**config.mk**
```make
export PLATFORM = sky130hd
export DESIGN_NAME = stable_priority_ready_queue
export DESIGN_NICKNAME = d
export VERILOG_FILES = /design/src/spq_pkg.sv /design/src/stable_priority_ready_queue.sv /design/src/spq_ram.sv /design/src/spq_engine.sv
export SDC_FILE = /design/constraint.sdc
export NUM_CORES = 1
export LEC_CHECK = 0
export BUFFER_PORTS_ARGS = -buffer_cell sky130_fd_sc_hd__clkbuf_2
export CAP_MARGIN = 10
export CELL_PAD_IN_SITES_DETAIL_PLACEMENT = 0
export CELL_PAD_IN_SITES_GLOBAL_PLACEMENT = 2
export CORE_ASPECT_RATIO = 0.9
export CORE_UTILIZATION = 44
export CTS_BUF_LIST = sky130_fd_sc_hd__clkbuf_8
export DETAILED_ROUTE_END_ITERATION = 12
export PLACE_DENSITY_LB_ADDON = 0.08
export RECOVER_POWER = 25
export SYNTH_ARGS = -nofsm -noshare
export SYNTH_HDL_FRONTEND = slang
export SYNTH_HIERARCHICAL = 1
export SYNTH_SLANG_ARGS = --single-unit
```
**constraint.sdc**
```tcl
create_clock -name aclk -period 3.9 [get_ports aclk]
set_clock_uncertainty 0.2 [all_clocks]
set_input_delay 0.195 -clock aclk [delete_from_list [all_inputs] [get_ports aclk]]
set_output_delay 0.195 -clock aclk [all_outputs]
set_load 0.02 [all_outputs]
```
**src/spq_pkg.sv**
```systemverilog
// Shared constants, types and codes for the stable priority ready queue.
package spq_pkg;

    localparam int QUEUE_DEPTH = 16;
    localparam int ID_BITS     = 8;
    localparam int PRIO_BITS   = 8;

    localparam int IDX_W   = (QUEUE_DEPTH > 1) ? $clog2(QUEUE_DEPTH) : 1;
    localparam int CNT_W   = $clog2(QUEUE_DEPTH + 1);
    localparam int ENTRY_W = ID_BITS + PRIO_BITS;

    typedef logic [IDX_W-1:0] idx_t;
    typedef logic [CNT_W-1:0] cnt_t;

    typedef enum logic {
        KIND_PUSH = 1'b0,
        KIND_POP  = 1'b1
    } kind_t;

    typedef enum logic [1:0] {
        STATUS_OK    = 2'd0,
        STATUS_EMPTY = 2'd1,
        STATUS_FULL  = 2'd2
    } status_t;

    typedef struct packed {
        logic [ID_BITS-1:0]   id;
        logic [PRIO_BITS-1:0] prio;
    } entry_t;

    typedef struct packed {
        kind_t                kind;
        logic [ID_BITS-1:0]   task_id;
        logic [PRIO_BITS-1:0] task_priority;
    } item_t;

    typedef struct packed {
        logic [ID_BITS-1:0] popped_id;
        logic               popped_valid;
        status_t            status;
        logic [ID_BITS-1:0] head_id;
        logic               is_empty;
        cnt_t               entry_count;
    } result_t;

endpackage

```
**src/stable_priority_ready_queue.sv**
```systemverilog
// Top level of the stable priority ready queue: handshakes and result register.
//
//   channel  direction  handshake          payload
//   s_       in         s_valid / s_ready  s_kind, s_task_id, s_task_priority
//   m_       out        m_valid / m_ready  m_popped_id, m_popped_valid, m_status,
//                                          m_head_id, m_is_empty, m_entry_count
//
// A word is accepted in ST_IDLE, walks the entry RAM one entry at a time in ST_WALK
// (one read and one write a cycle against a single priority compare), places a push
// at the head in ST_PLACE when needed, and hands the result over from ST_DONE.
// Refused words, pops of the last entry and pushes into an empty queue skip ST_WALK.
// Synchronous active-low reset empties the queue; RAM contents are not cleared.
// s_ready is low while a word is in work; a stalled m_ channel holds the engine
// only once its result is done, and the result register frees as it is taken.
module stable_priority_ready_queue (
    input  logic                            aclk,
    input  logic                            aresetn,
    input  logic                            s_valid,
    output logic                            s_ready,
    input  logic                            s_kind,
    input  logic [spq_pkg::ID_BITS-1:0]     s_task_id,
    input  logic [spq_pkg::PRIO_BITS-1:0]   s_task_priority,
    output logic                            m_valid,
    input  logic                            m_ready,
    output logic [spq_pkg::ID_BITS-1:0]     m_popped_id,
    output logic                            m_popped_valid,
    output logic [1:0]                      m_status,
    output logic [spq_pkg::ID_BITS-1:0]     m_head_id,
    output logic                            m_is_empty,
    output logic [spq_pkg::CNT_W-1:0]       m_entry_count
);
    import spq_pkg::*;

    logic    eng_idle;
    logic    eng_done;
    logic    res_ready;
    logic    start;
    item_t   item;
    result_t res;
    logic    load;

    logic    m_valid_reg, m_valid_next;
    result_t m_res_reg;

    assign s_ready = eng_idle;
    assign start   = s_valid && eng_idle;

    always_comb begin
        item.kind          = kind_t'(s_kind);
        item.task_id       = s_task_id;
        item.task_priority = s_task_priority;
    end

    spq_engine u_engine (
        .aclk      (aclk),
        .aresetn   (aresetn),
        .start     (start),
        .item      (item),
        .idle      (eng_idle),
        .done      (eng_done),
        .res_ready (res_ready),
        .res       (res)
    );

    // output slot is free when empty or being drained this cycle
    assign res_ready = !m_valid_reg || m_ready;
    assign load      = eng_done && res_ready;

    always_comb begin
        m_valid_next = m_valid_reg;
        if (load) begin
            m_valid_next = 1'b1;
        end else if (m_ready) begin
            m_valid_next = 1'b0;
        end
    end

    always_ff @(posedge aclk) begin
        if (!aresetn) begin
            m_valid_reg <= 1'b0;
        end else begin
            m_valid_reg <= m_valid_next;
        end
        if (load) begin
            m_res_reg <= res;
        end
    end

    assign m_valid        = m_valid_reg;
    assign m_popped_id    = m_res_reg.popped_id;
    assign m_popped_valid = m_res_reg.popped_valid;
    assign m_status       = m_res_reg.status;
    assign m_head_id      = m_res_reg.head_id;
    assign m_is_empty     = m_res_reg.is_empty;
    assign m_entry_count  = m_res_reg.entry_count;

endmodule

```
**src/spq_ram.sv**
```systemverilog
// Generic simple dual-port RAM: one write port, one read port with registered data.
module spq_ram #(
    parameter int WIDTH = 16,
    parameter int DEPTH = 16
) (
    input  logic                                   aclk,
    input  logic                                   wr_en,
    input  logic [((DEPTH > 1) ? $clog2(DEPTH) : 1)-1:0] wr_addr,
    input  logic [WIDTH-1:0]                       wr_data,
    input  logic                                   rd_en,
    input  logic [((DEPTH > 1) ? $clog2(DEPTH) : 1)-1:0] rd_addr,
    output logic [WIDTH-1:0]                       rd_data
);

    logic [WIDTH-1:0] mem [DEPTH];

    always_ff @(posedge aclk) begin
        if (wr_en) begin
            mem[wr_addr] <= wr_data;
        end
        if (rd_en) begin
            rd_data <= mem[rd_addr];
        end
    end

endmodule

```
**src/spq_engine.sv**
```systemverilog
// Sequencer that walks the sorted entry RAM one slot a cycle to push or pop a word.
module spq_engine (
    input  logic             aclk,
    input  logic             aresetn,
    input  logic             start,
    input  spq_pkg::item_t   item,
    output logic             idle,
    output logic             done,
    input  logic             res_ready,
    output spq_pkg::result_t res
);
    import spq_pkg::*;

    typedef enum logic [3:0] {
        ST_IDLE  = 4'b0001,
        ST_WALK  = 4'b0010,
        ST_PLACE = 4'b0100,
        ST_DONE  = 4'b1000
    } state_t;

    localparam cnt_t DEPTH_CNT = CNT_W'(QUEUE_DEPTH);

    state_t               state_reg, state_next;
    cnt_t                 count_reg, count_next;
    idx_t                 rd_idx_reg, rd_idx_next;
    kind_t                op_kind_reg, op_kind_next;
    logic [ID_BITS-1:0]   new_id_reg, new_id_next;
    logic [PRIO_BITS-1:0] new_prio_reg, new_prio_next;
    logic [ID_BITS-1:0]   head_reg, head_next;
    logic [ID_BITS-1:0]   popped_id_reg, popped_id_next;
    logic                 popped_valid_reg, popped_valid_next;
    status_t              status_reg, status_next;

    logic   ram_wr_en;
    idx_t   ram_wr_addr;
    entry_t ram_wr_data;
    logic   ram_rd_en;
    idx_t   ram_rd_addr;
    entry_t ram_rd_data;

    spq_ram #(
        .WIDTH (ENTRY_W),
        .DEPTH (QUEUE_DEPTH)
    ) u_ram (
        .aclk    (aclk),
        .wr_en   (ram_wr_en),
        .wr_addr (ram_wr_addr),
        .wr_data (ram_wr_data),
        .rd_en   (ram_rd_en),
        .rd_addr (ram_rd_addr),
        .rd_data (ram_rd_data)
    );

    always_comb begin
        state_next        = state_reg;
        count_next        = count_reg;
        rd_idx_next       = rd_idx_reg;
        op_kind_next      = op_kind_reg;
        new_id_next       = new_id_reg;
        new_prio_next     = new_prio_reg;
        head_next         = head_reg;
        popped_id_next    = popped_id_reg;
        popped_valid_next = popped_valid_reg;
        status_next       = status_reg;
        ram_wr_en         = 1'b0;
        ram_wr_addr       = rd_idx_reg;
        ram_wr_data       = '{id: new_id_reg, prio: new_prio_reg};
        ram_rd_en         = 1'b0;
        ram_rd_addr       = rd_idx_reg;

        case (state_reg)
            ST_IDLE: begin
                if (start) begin
                    op_kind_next      = item.kind;
                    new_id_next       = item.task_id;
                    new_prio_next     = item.task_priority;
                    popped_id_next    = '0;
                    popped_valid_next = 1'b0;
                    status_next       = STATUS_OK;
                    if (item.kind == KIND_PUSH) begin
                        if (count_reg == DEPTH_CNT) begin
                            status_next = STATUS_FULL;
                            state_next  = ST_DONE;
                        end else if (count_reg == '0) begin
                            ram_wr_en   = 1'b1;
                            ram_wr_addr = '0;
                            ram_wr_data = '{id: item.task_id, prio: item.task_priority};
                            head_next   = item.task_id;
                            count_next  = count_reg + 1'b1;
                            state_next  = ST_DONE;
                        end else begin
                            // start at the tail and move toward the head
                            ram_rd_en   = 1'b1;
                            ram_rd_addr = IDX_W'(count_reg - 1'b1);
                            rd_idx_next = IDX_W'(count_reg - 1'b1);
                            state_next  = ST_WALK;
                        end
                    end else begin
                        if (count_reg == '0) begin
                            status_next = STATUS_EMPTY;
                            state_next  = ST_DONE;
                        end else begin
                            popped_id_next    = head_reg;
                            popped_valid_next = 1'b1;
                            if (count_reg == CNT_W'(1)) begin
                                count_next = '0;
                                state_next = ST_DONE;
                            end else begin
                                ram_rd_en   = 1'b1;
                                ram_rd_addr = IDX_W'(1);
                                rd_idx_next = IDX_W'(1);
                                state_next  = ST_WALK;
                            end
                        end
                    end
                end
            end
            ST_WALK: begin
                ram_wr_en = 1'b1;
                if (op_kind_reg == KIND_PUSH) begin
                    ram_wr_addr = rd_idx_reg + 1'b1;
                    if (ram_rd_data.prio < new_prio_reg) begin
                        // lower priority entry: shift it back one slot
                        ram_wr_data = ram_rd_data;
                        if (rd_idx_reg == '0) begin
                            state_next = ST_PLACE;
                        end else begin
                            ram_rd_en   = 1'b1;
                            ram_rd_addr = rd_idx_reg - 1'b1;
                            rd_idx_next = rd_idx_reg - 1'b1;
                        end
                    end else begin
                        // equal or higher priority ahead: drop the new word behind it
                        count_next = count_reg + 1'b1;
                        state_next = ST_DONE;
                    end
                end else begin
                    ram_wr_addr = rd_idx_reg - 1'b1;
                    ram_wr_data = ram_rd_data;
                    if (rd_idx_reg == IDX_W'(1)) begin
                        head_next = ram_rd_data.id;
                    end
                    if (CNT_W'(rd_idx_reg) + CNT_W'(1) == count_reg) begin
                        count_next = count_reg - 1'b1;
                        state_next = ST_DONE;
                    end else begin
                        ram_rd_en   = 1'b1;
                        ram_rd_addr = rd_idx_reg + 1'b1;
                        rd_idx_next = rd_idx_reg + 1'b1;
                    end
                end
            end
            ST_PLACE: begin
                ram_wr_en   = 1'b1;
                ram_wr_addr = '0;
                head_next   = new_id_reg;
                count_next  = count_reg + 1'b1;
                state_next  = ST_DONE;
            end
            ST_DONE: begin
                if (res_ready) begin
                    state_next = ST_IDLE;
                end
            end
            default: begin
                state_next = ST_IDLE;
            end
        endcase
    end

    always_ff @(posedge aclk) begin
        if (!aresetn) begin
            state_reg <= ST_IDLE;
            count_reg <= '0;
        end else begin
            state_reg <= state_next;
            count_reg <= count_next;
        end
        rd_idx_reg       <= rd_idx_next;
        op_kind_reg      <= op_kind_next;
        new_id_reg       <= new_id_next;
        new_prio_reg     <= new_prio_next;
        head_reg         <= head_next;
        popped_id_reg    <= popped_id_next;
        popped_valid_reg <= popped_valid_next;
        status_reg       <= status_next;
    end

    assign idle = (state_reg == ST_IDLE);
    assign done = (state_reg == ST_DONE);

    always_comb begin
        res.popped_id    = popped_id_reg;
        res.popped_valid = popped_valid_reg;
        res.status       = status_reg;
        res.head_id      = (count_reg == '0) ? '0 : head_reg;
        res.is_empty     = (count_reg == '0);
        res.entry_count  = count_reg;
    end

    a_count_bound: assert property (@(posedge aclk) disable iff (!aresetn)
        count_reg <= DEPTH_CNT)
        else $error("entry count beyond queue depth");

    a_start_idle: assert property (@(posedge aclk) disable iff (!aresetn)
        start |-> state_reg == ST_IDLE)
        else $error("word started while engine busy");

    a_done_release: assert property (@(posedge aclk) disable iff (!aresetn)
        (state_reg == ST_DONE && res_ready) |=> state_reg == ST_IDLE)
        else $error("engine did not release after result handoff");

    a_full_status: assert property (@(posedge aclk) disable iff (!aresetn)
        (state_reg == ST_DONE && status_reg == STATUS_FULL)
            |-> (op_kind_reg == KIND_PUSH && count_reg == DEPTH_CNT))
        else $error("full status without full queue on push");

    a_pop_valid: assert property (@(posedge aclk) disable iff (!aresetn)
        (state_reg == ST_DONE && popped_valid_reg)
            |-> (op_kind_reg == KIND_POP && status_reg == STATUS_OK))
        else $error("popped word flagged on failed or push operation");

endmodule

```
# Yosys cells after proc, flatten, opt, wreduce, memory -nomap -nowiden
# Memories as Yosys holds them, arrays and structs flattened. A register that Yosys moved wholly into a read port is not among the register bits.
# Cells that the tools add are included.
[word_totals]
reg_bits = 75
ramBits = 256
wordCells = 136
n_memories = 1
[op_classes]
n_addsub = 5
n_lt_le_gt_ge = 1
eq_ne = 22
muxes = 77
n_reduce_logical = 13
[memory_table]
columns = ["name", "words", "width", "read_ports", "rd_clocked_by_memory_dff", "write_ports", "line_no", "source"]
rows = [
  ["u_engine.u_ram.mem", 16, 16, 1, 1, 1, "spq_ram.sv:15", "logic [WIDTH-1:0] mem [DEPTH];"],
]
[op_table]
columns = ["operator", "count"]
rows = [
  ["$mux 4", 26],
  ["$mux 16", 6],
  ["$mux 8", 7],
  ["$mux 5", 9],
  ["$pmux 16 s2", 1],
  ["$pmux 8 s3", 1],
  ["$mux 1", 19],
  ["$pmux 4 s4", 1],
  ["$pmux 5 s3", 1],
  ["$pmux 4 s3", 1],
  ["$ne 2x1->1 const B", 5],
  ["$ne 3x2->1 const B", 3],
  ["$ne 3x3->1 const B", 3],
  ["$eq 4x1->1 const B", 2],
  ["$lt 8x8->1", 1],
  ["$pmux 4 s2", 1],
  ["$reduce_and 8->1", 1],
  ["$reduce_and 7->1", 1],
  ["$add 4x1->5 const B", 1],
  ["$add 5x1->5 const B", 1],
  ["$eq 5x1->1 const B", 1],
  ["$eq 5x5->1", 1],
  ["$eq 5x5->1 const B", 1],
  ["$logic_not 5->1", 1],
  ["other kinds (19)", 23],
]

# Depth between registers and ports, before layout
[depth]
depth_word = 8
ltp_mapped = 15
mapped_depth_nobuf = 11

# Hierarchy
# Netlist, hierarchy kept.
[modules_own_cells]
columns = ["mod", "n_inst", "cells_each", "area_each_um2", "seq_area_each_um2"]
rows = [
  ["spq_ram", 1, 432, 10202.3, 8167.8],
  ["spq_engine", 1, 394, 3572.2, 1341.3],
  ["stable_priority_ready_queue", 1, 31, 814.5, 770.7],
]

# Worst setup path after synthesis
# Ideal clock, no wire load.
[synth_path]
path_type = "flip-flop to flip-flop"
start = "register u_engine.state_reg[2]"
end = "memory u_engine.u_ram.mem[0][0] (enable)"
setup_time_ns = 0.409
arrival_ns = 3.525
t_required_ns = 3.291
slack_ns = -0.235
path_stages_with_launch = 13
n_path_buf = 1
period_less_slack_ns = 4.135
cell_sequence = "dfxtp_1 -> buf_2 -> nor2_4 -> nand3b_1 -> inv_2 -> and2_1 -> nand2_1 -> nor3_4 -> nor2_1 -> a21oi_1 -> o21ai_0 -> or3b_2 -> nor3_1"
[synth_between]
word_cells_on_any_way = 11
classes_between = "3 x eq/ne; 6 x mux; 2 x reduce/logical"
[synth_rtl]
columns = ["item", "line_no", "source"]
rows = [
  ["start: declaration", "spq_engine.sv:23", "state_t state_reg, state_next;"],
  ["start signal: assignment", "spq_engine.sv:176", "state_reg <= state_next;"],
  ["$eq 4x1->1", "spq_engine.sv:189", "assign idle = (state_reg == ST_IDLE);"],
  ["net s_ready", "stable_priority_ready_queue.sv:19", "output logic s_ready,"],
  ["$logic_and 1x1->1", "stable_priority_ready_queue.sv:46", "assign start = s_valid && eng_idle;"],
  ["net start", "stable_priority_ready_queue.sv:37", "logic start;"],
  ["$mux 4", "spq_engine.sv:73", "if (start) begin"],
  ["$pmux 4 s3", "spq_engine.sv:71", "case (state_reg)"],
  ["net u_engine.ram_wr_addr[2]", "spq_engine.sv:35", "idx_t ram_wr_addr;"],
  ["end: declaration", "spq_ram.sv:15", ""],
]
# The timed path passes the listed nets, and every way through them passes these cells.

# Final worst setup path
[layout_path]
start = "register u_engine.u_ram.rd_data[5], read port of u_engine.u_ram.mem"
end = "register u_engine.u_ram.rd_data[0], read port of u_engine.u_ram.mem (data pin)"
[layout_between]
elab_chain_cells = 4
word_cells_on_any_way = 7
classes_between = "1 x order compare; 6 x mux"
[layout_rtl]
columns = ["item", "line_no", "source"]
rows = [
  ["start: declaration", "spq_ram.sv:12", "output logic [WIDTH-1:0] rd_data"],
  ["$lt 8x8->1", "spq_engine.sv:122", "if (ram_rd_data.prio < new_prio_reg) begin"],
  ["$mux 4 (2 in a row)", "--", ""],
  ["$pmux 4 s2", "spq_engine.sv:71", ""],
  ["net u_engine.ram_rd_addr[0]", "spq_engine.sv:38", "idx_t ram_rd_addr;"],
]
# The timed path passes the listed nets, and every way through them passes these cells.
# A chain may end at the register's enable or synchronous reset.

==> flow_summary_export.csv <==
group,metric,value,unit
outcome,status,"finished, violations left",
outcome,violations,"capacitance limit, slew limit",
drt,detail_route.wl_per_cell,23.4,um
place,port_buffers,47,
pwr,clkPwrFrac,21.7,%
timing,finalSetupViolations,0,
pwr,power.share.sequential,40.1,%
timing,max_slew.worst_pin.slew,1.55,ns
critical_path,required,4.06,ns
finish,top_register,"u_engine/u_ram/mem",
finish,layout.area.seq,0.0103,mm2
floorplanning,fp.dieH,175,um
global_routing,grt_use_total,20.8,%
place,gp_congestion,0.844,
finish,largest_reg_flops,256,
cts,cts_buffer_depth,3,
critical_path,reg2reg_depth,12,
finish,diodes,0,
critical_path,crit_fanout,10,
critical_path,reg2reg_slack,0.18,ns
finish,areaGrowthSynthToFinish,16.0,%
drt,drtIter0Drc,641,
logic_synthesis,syn_inst,857,
worst_hold_path,hp-class,"in2reg",
logic_synthesis,synth_top_family_by_area,"multiplexers",
flow_run,maxCapViolCount,1,
logic_synthesis,synthTopCellsByArea,"edfxtp_1, mux4_2, a22oi_1, dfxtp_1, mux4_1",
logic_synthesis,netlist.area_leader.share,68.5,%
timing,fin_ws,0.180,ns
cts,cts-root-buf,"clkbuf_8",
drt,via_per_inst,5.70,
floorplanning,ioPinCount,48,
critical_path,worst_ep_arrival_time,3.88,ns
finish,largest_registers,"u_engine/u_ram/mem x256, u_engine/u_ram/rd_data x16",
logic_synthesis,yosysSeqAreaShare,70.5,%
logic_synthesis,synth_xor_area_share,0.540,%
floorplanning,fp-row-count,62,
pwr,power.density,762,mW/mm2
critical_path,worst-path-buf-inv,2,
pwr,p_leak,5.79,nW
global_routing,gr-total-overflow,0,
critical_path,critPathKind,"reg2reg",
finish,fill_cells,2644,
critical_path,timing.rr.end,"u_engine/u_ram/rd_data[0]",
global_routing,grt_max_degree,43,
cts,htreeDepth,2,
critical_path,end_kind,"register",
logic_synthesis,synth_compound_area_share,8.51,%
pwr,netSwitchingFraction,33.8,%
global_routing,antenna_found_initial,0,
global_routing,grt_pass1_vias,8689,
place,hpwl,22000,um
logic_synthesis,ys_types,73,
place,pre_cts_slack,0.0886,ns
cts,tritoncts,"done",
timing,fin_crit_sh,95.4,%
timing,setup_tns,0,ns
floorplanning,die_area,0.0339,mm2
pwr,p_int,8.54,mW
timing,rsz0062_at_grt,"no",
pwr,irDropWorstVdd,0.363,mV
pwr,comb_power_share,38.2,%
timing,relSlewSlack,-3.22,%
floorplanning,die_x,194,um
logic_synthesis,synthAdderAreaFrac,1.11,%
timing,final-hold-violation-count,0,
drt,dr.pass1.iters,5,
pwr,p_sw,4.35,mW
worst_hold_path,hold_depth,5,
floorplanning,design.core.area,0.0323,mm2
critical_path,cp_slowest_cell,"mux4_1",
logic_synthesis,yosys_warnings,6,
global_routing,grt_pass1_wl,52500,um
finish,drive_gt1_share,21.6,%
logic_synthesis,synth_seq_cells,347,
logic_synthesis,netlist_area,0.0146,mm2
finish,stdcell_area,0.0169,mm2
logic_synthesis,synth_enable_flop_cells,333,
cts,clk_latency,0.60,ns
critical_path,crit_chain,"ha_1, a211o_1, o211ai_1, o311a_1, nand3_1, a21o_1, a22oi_2, buf_12, buf_12, mux4_1, a22oi_2, nand2_1",
logic_synthesis,synth.area.mux_share,10.4,%
cts,cts_sinks,347,
place,dpl_cell_area,0.0158,mm2
drt,ant_nets,0,
drt,drc,0,
worst_hold_path,min_from,"s_valid",
logic_synthesis,async_flop_share,0,%
cts,path_clk_slew,0.07,ns
drt,dr_total_vias,8398,
critical_path,max_stage_delay,0.57,ns
finish,multi_input_area,0.00398,mm2
pwr,total_power,12.9,mW
logic_synthesis,ys.flop_type,"edfxtp_1",
floorplanning,start_util,45.2,%
timing,max_freq,269,MHz
finish,final_nets,1047,
timing,fin_crit,3.72,ns
critical_path,critPathTopFamily,"compound AO/OA/AOI/OAI gates",
cts,cts_inserted_buffers,55,
logic_synthesis,synth-simple-area-share,6.48,%
critical_path,start_kind,"register",
worst_hold_path,min_to,"u_engine/state_reg[0]",
logic_synthesis,yosysTopAreaCell,"edfxtp_1",
drt,drt_wl_total,34400,um
logic_synthesis,synth_area_per_cell,17.0,um2
critical_path,r2r-start,"u_engine/u_ram/rd_data[5]",
logic_synthesis,synth_nets,891,
timing,final-max-slew-violation-count,26,
cells in the final DEF, fill, tap and decap left out, drive strengths merged, types with 5 or more instances in the layout:
cell           n
nand2b        15
dlygate4sd3   19
ha            13
a21o          11
nand3b         5
dfxtp         14
a21oi         27
inv           40
xnor2          7
a22o          10
clkbuf       114
o21ai         18
a22oi         40
nor2          48
nor3          12
clkinv        23
mux4          64
a31oi          6
o22ai         11
nand2         38
nand3         10
o31ai         18
edfxtp       333
and3          12
buf           73
and2          18
Yosys cell counts (all sizes together) (15+ instances only):
cell type,count
nand2b,15
o31ai,18
and2,18
nor2,48
mux4,64
clkbuf,24
a22oi,40
o21ai,18
edfxtp,333
nand2,38
buf,26
inv,21
a21oi,27
layer usage:
metal	vias up	share of wire (%)	global-route usage, %
met4	0	2.5	6.65
met1	4274	45	28.5
met2	266	48	34.0
li1	3788	-	-
met5	-	0	0
met3	70	5.2	3.55
worst register-to-register path: stages, from the launching register on:
cell and delay, ns:
edfxtp_1 0.43, ha_1 0.32, a211o_1 0.30, o211ai_1 0.12, o311a_1 0.26, nand3_1 0.11, a21o_1 0.21, a22oi_2 0.29
buf_12 0.19, buf_12 0.16, mux4_1 0.57, a22oi_2 0.25, nand2_1 0.07
final cells by class:
type | count | share of cell area, %
tap | 416 | 3.08
multi-input combinational | 439 | 23.5
timing repair buffer | 149 | 6.31
inverter | 21 | 0.466
sequential | 347 | 60.8
clock inverter | 44 | 1.24
clock buffer | 57 | 4.64
metrics by stage:
step	instances	util (%)	hold slack, ns
CTS	1469	52.6	0.0657
global placement	1349	48.9	0.204
floorplan	857	-	0.0939
detailed placement	1349	48.9	0.205
global route	1473	52.4	0.0930
finish	1473	52.4	0.0555
cell families after synthesis:
group                      count (synthesis)
buffers and inverters                     71
muxes                                     68
DFF                                      347
xor gates and xnor gates                   9
and+or+nand+nor                          177
adders and majority gates                 13
AOI/OAI and AO/OA                        172
worst max-delay path by stage:
stage	end	start	depth (start not counted)	slack [ns]
after floorplan	u_engine/u_ram/mem[4][0]	u_engine/state_reg[2]	11	0.04
after global placement	u_engine/u_ram/rd_data[0]	u_engine/u_ram/rd_data[5]	12	0.11
after detailed placement	u_engine/u_ram/rd_data[0]	u_engine/rd_idx_reg[0]	12	0.09
after CTS	u_engine/u_ram/rd_data[0]	u_engine/rd_idx_reg[0]	12	0.06
after global routing	u_engine/u_ram/rd_data[11]	u_engine/rd_idx_reg[0]	12	0.02
final	u_engine/u_ram/rd_data[0]	u_engine/u_ram/rd_data[5]	12	0.18
what timing repair did:
| action | CTS | global route |
|---|---|---|
| hold buffers | 19 | 0 |
| buffers inserted | 0 | 4 |
| resized for setup | 0 | 9 |
| endpoints found under the hold margin | 99 | 0 |
| setup endpoints to repair | 0 | 55 |
power groups by stage:
stage | combinational, mW | clock (mW) | sequential [mW]
5_1_grt | 5.33 | 3.04 | 5.20
3_5_place_dp | 4.90 | 0 | 5.24
6_report | 4.93 | 2.80 | 5.17
2_1_floorplan | 3.30 | 0 | 5.20
3_3_place_gp | 4.83 | 0 | 5.23
4_1_cts | 4.95 | 2.89 | 5.16
Note: power is estimated with default switching activity, not from simulation.
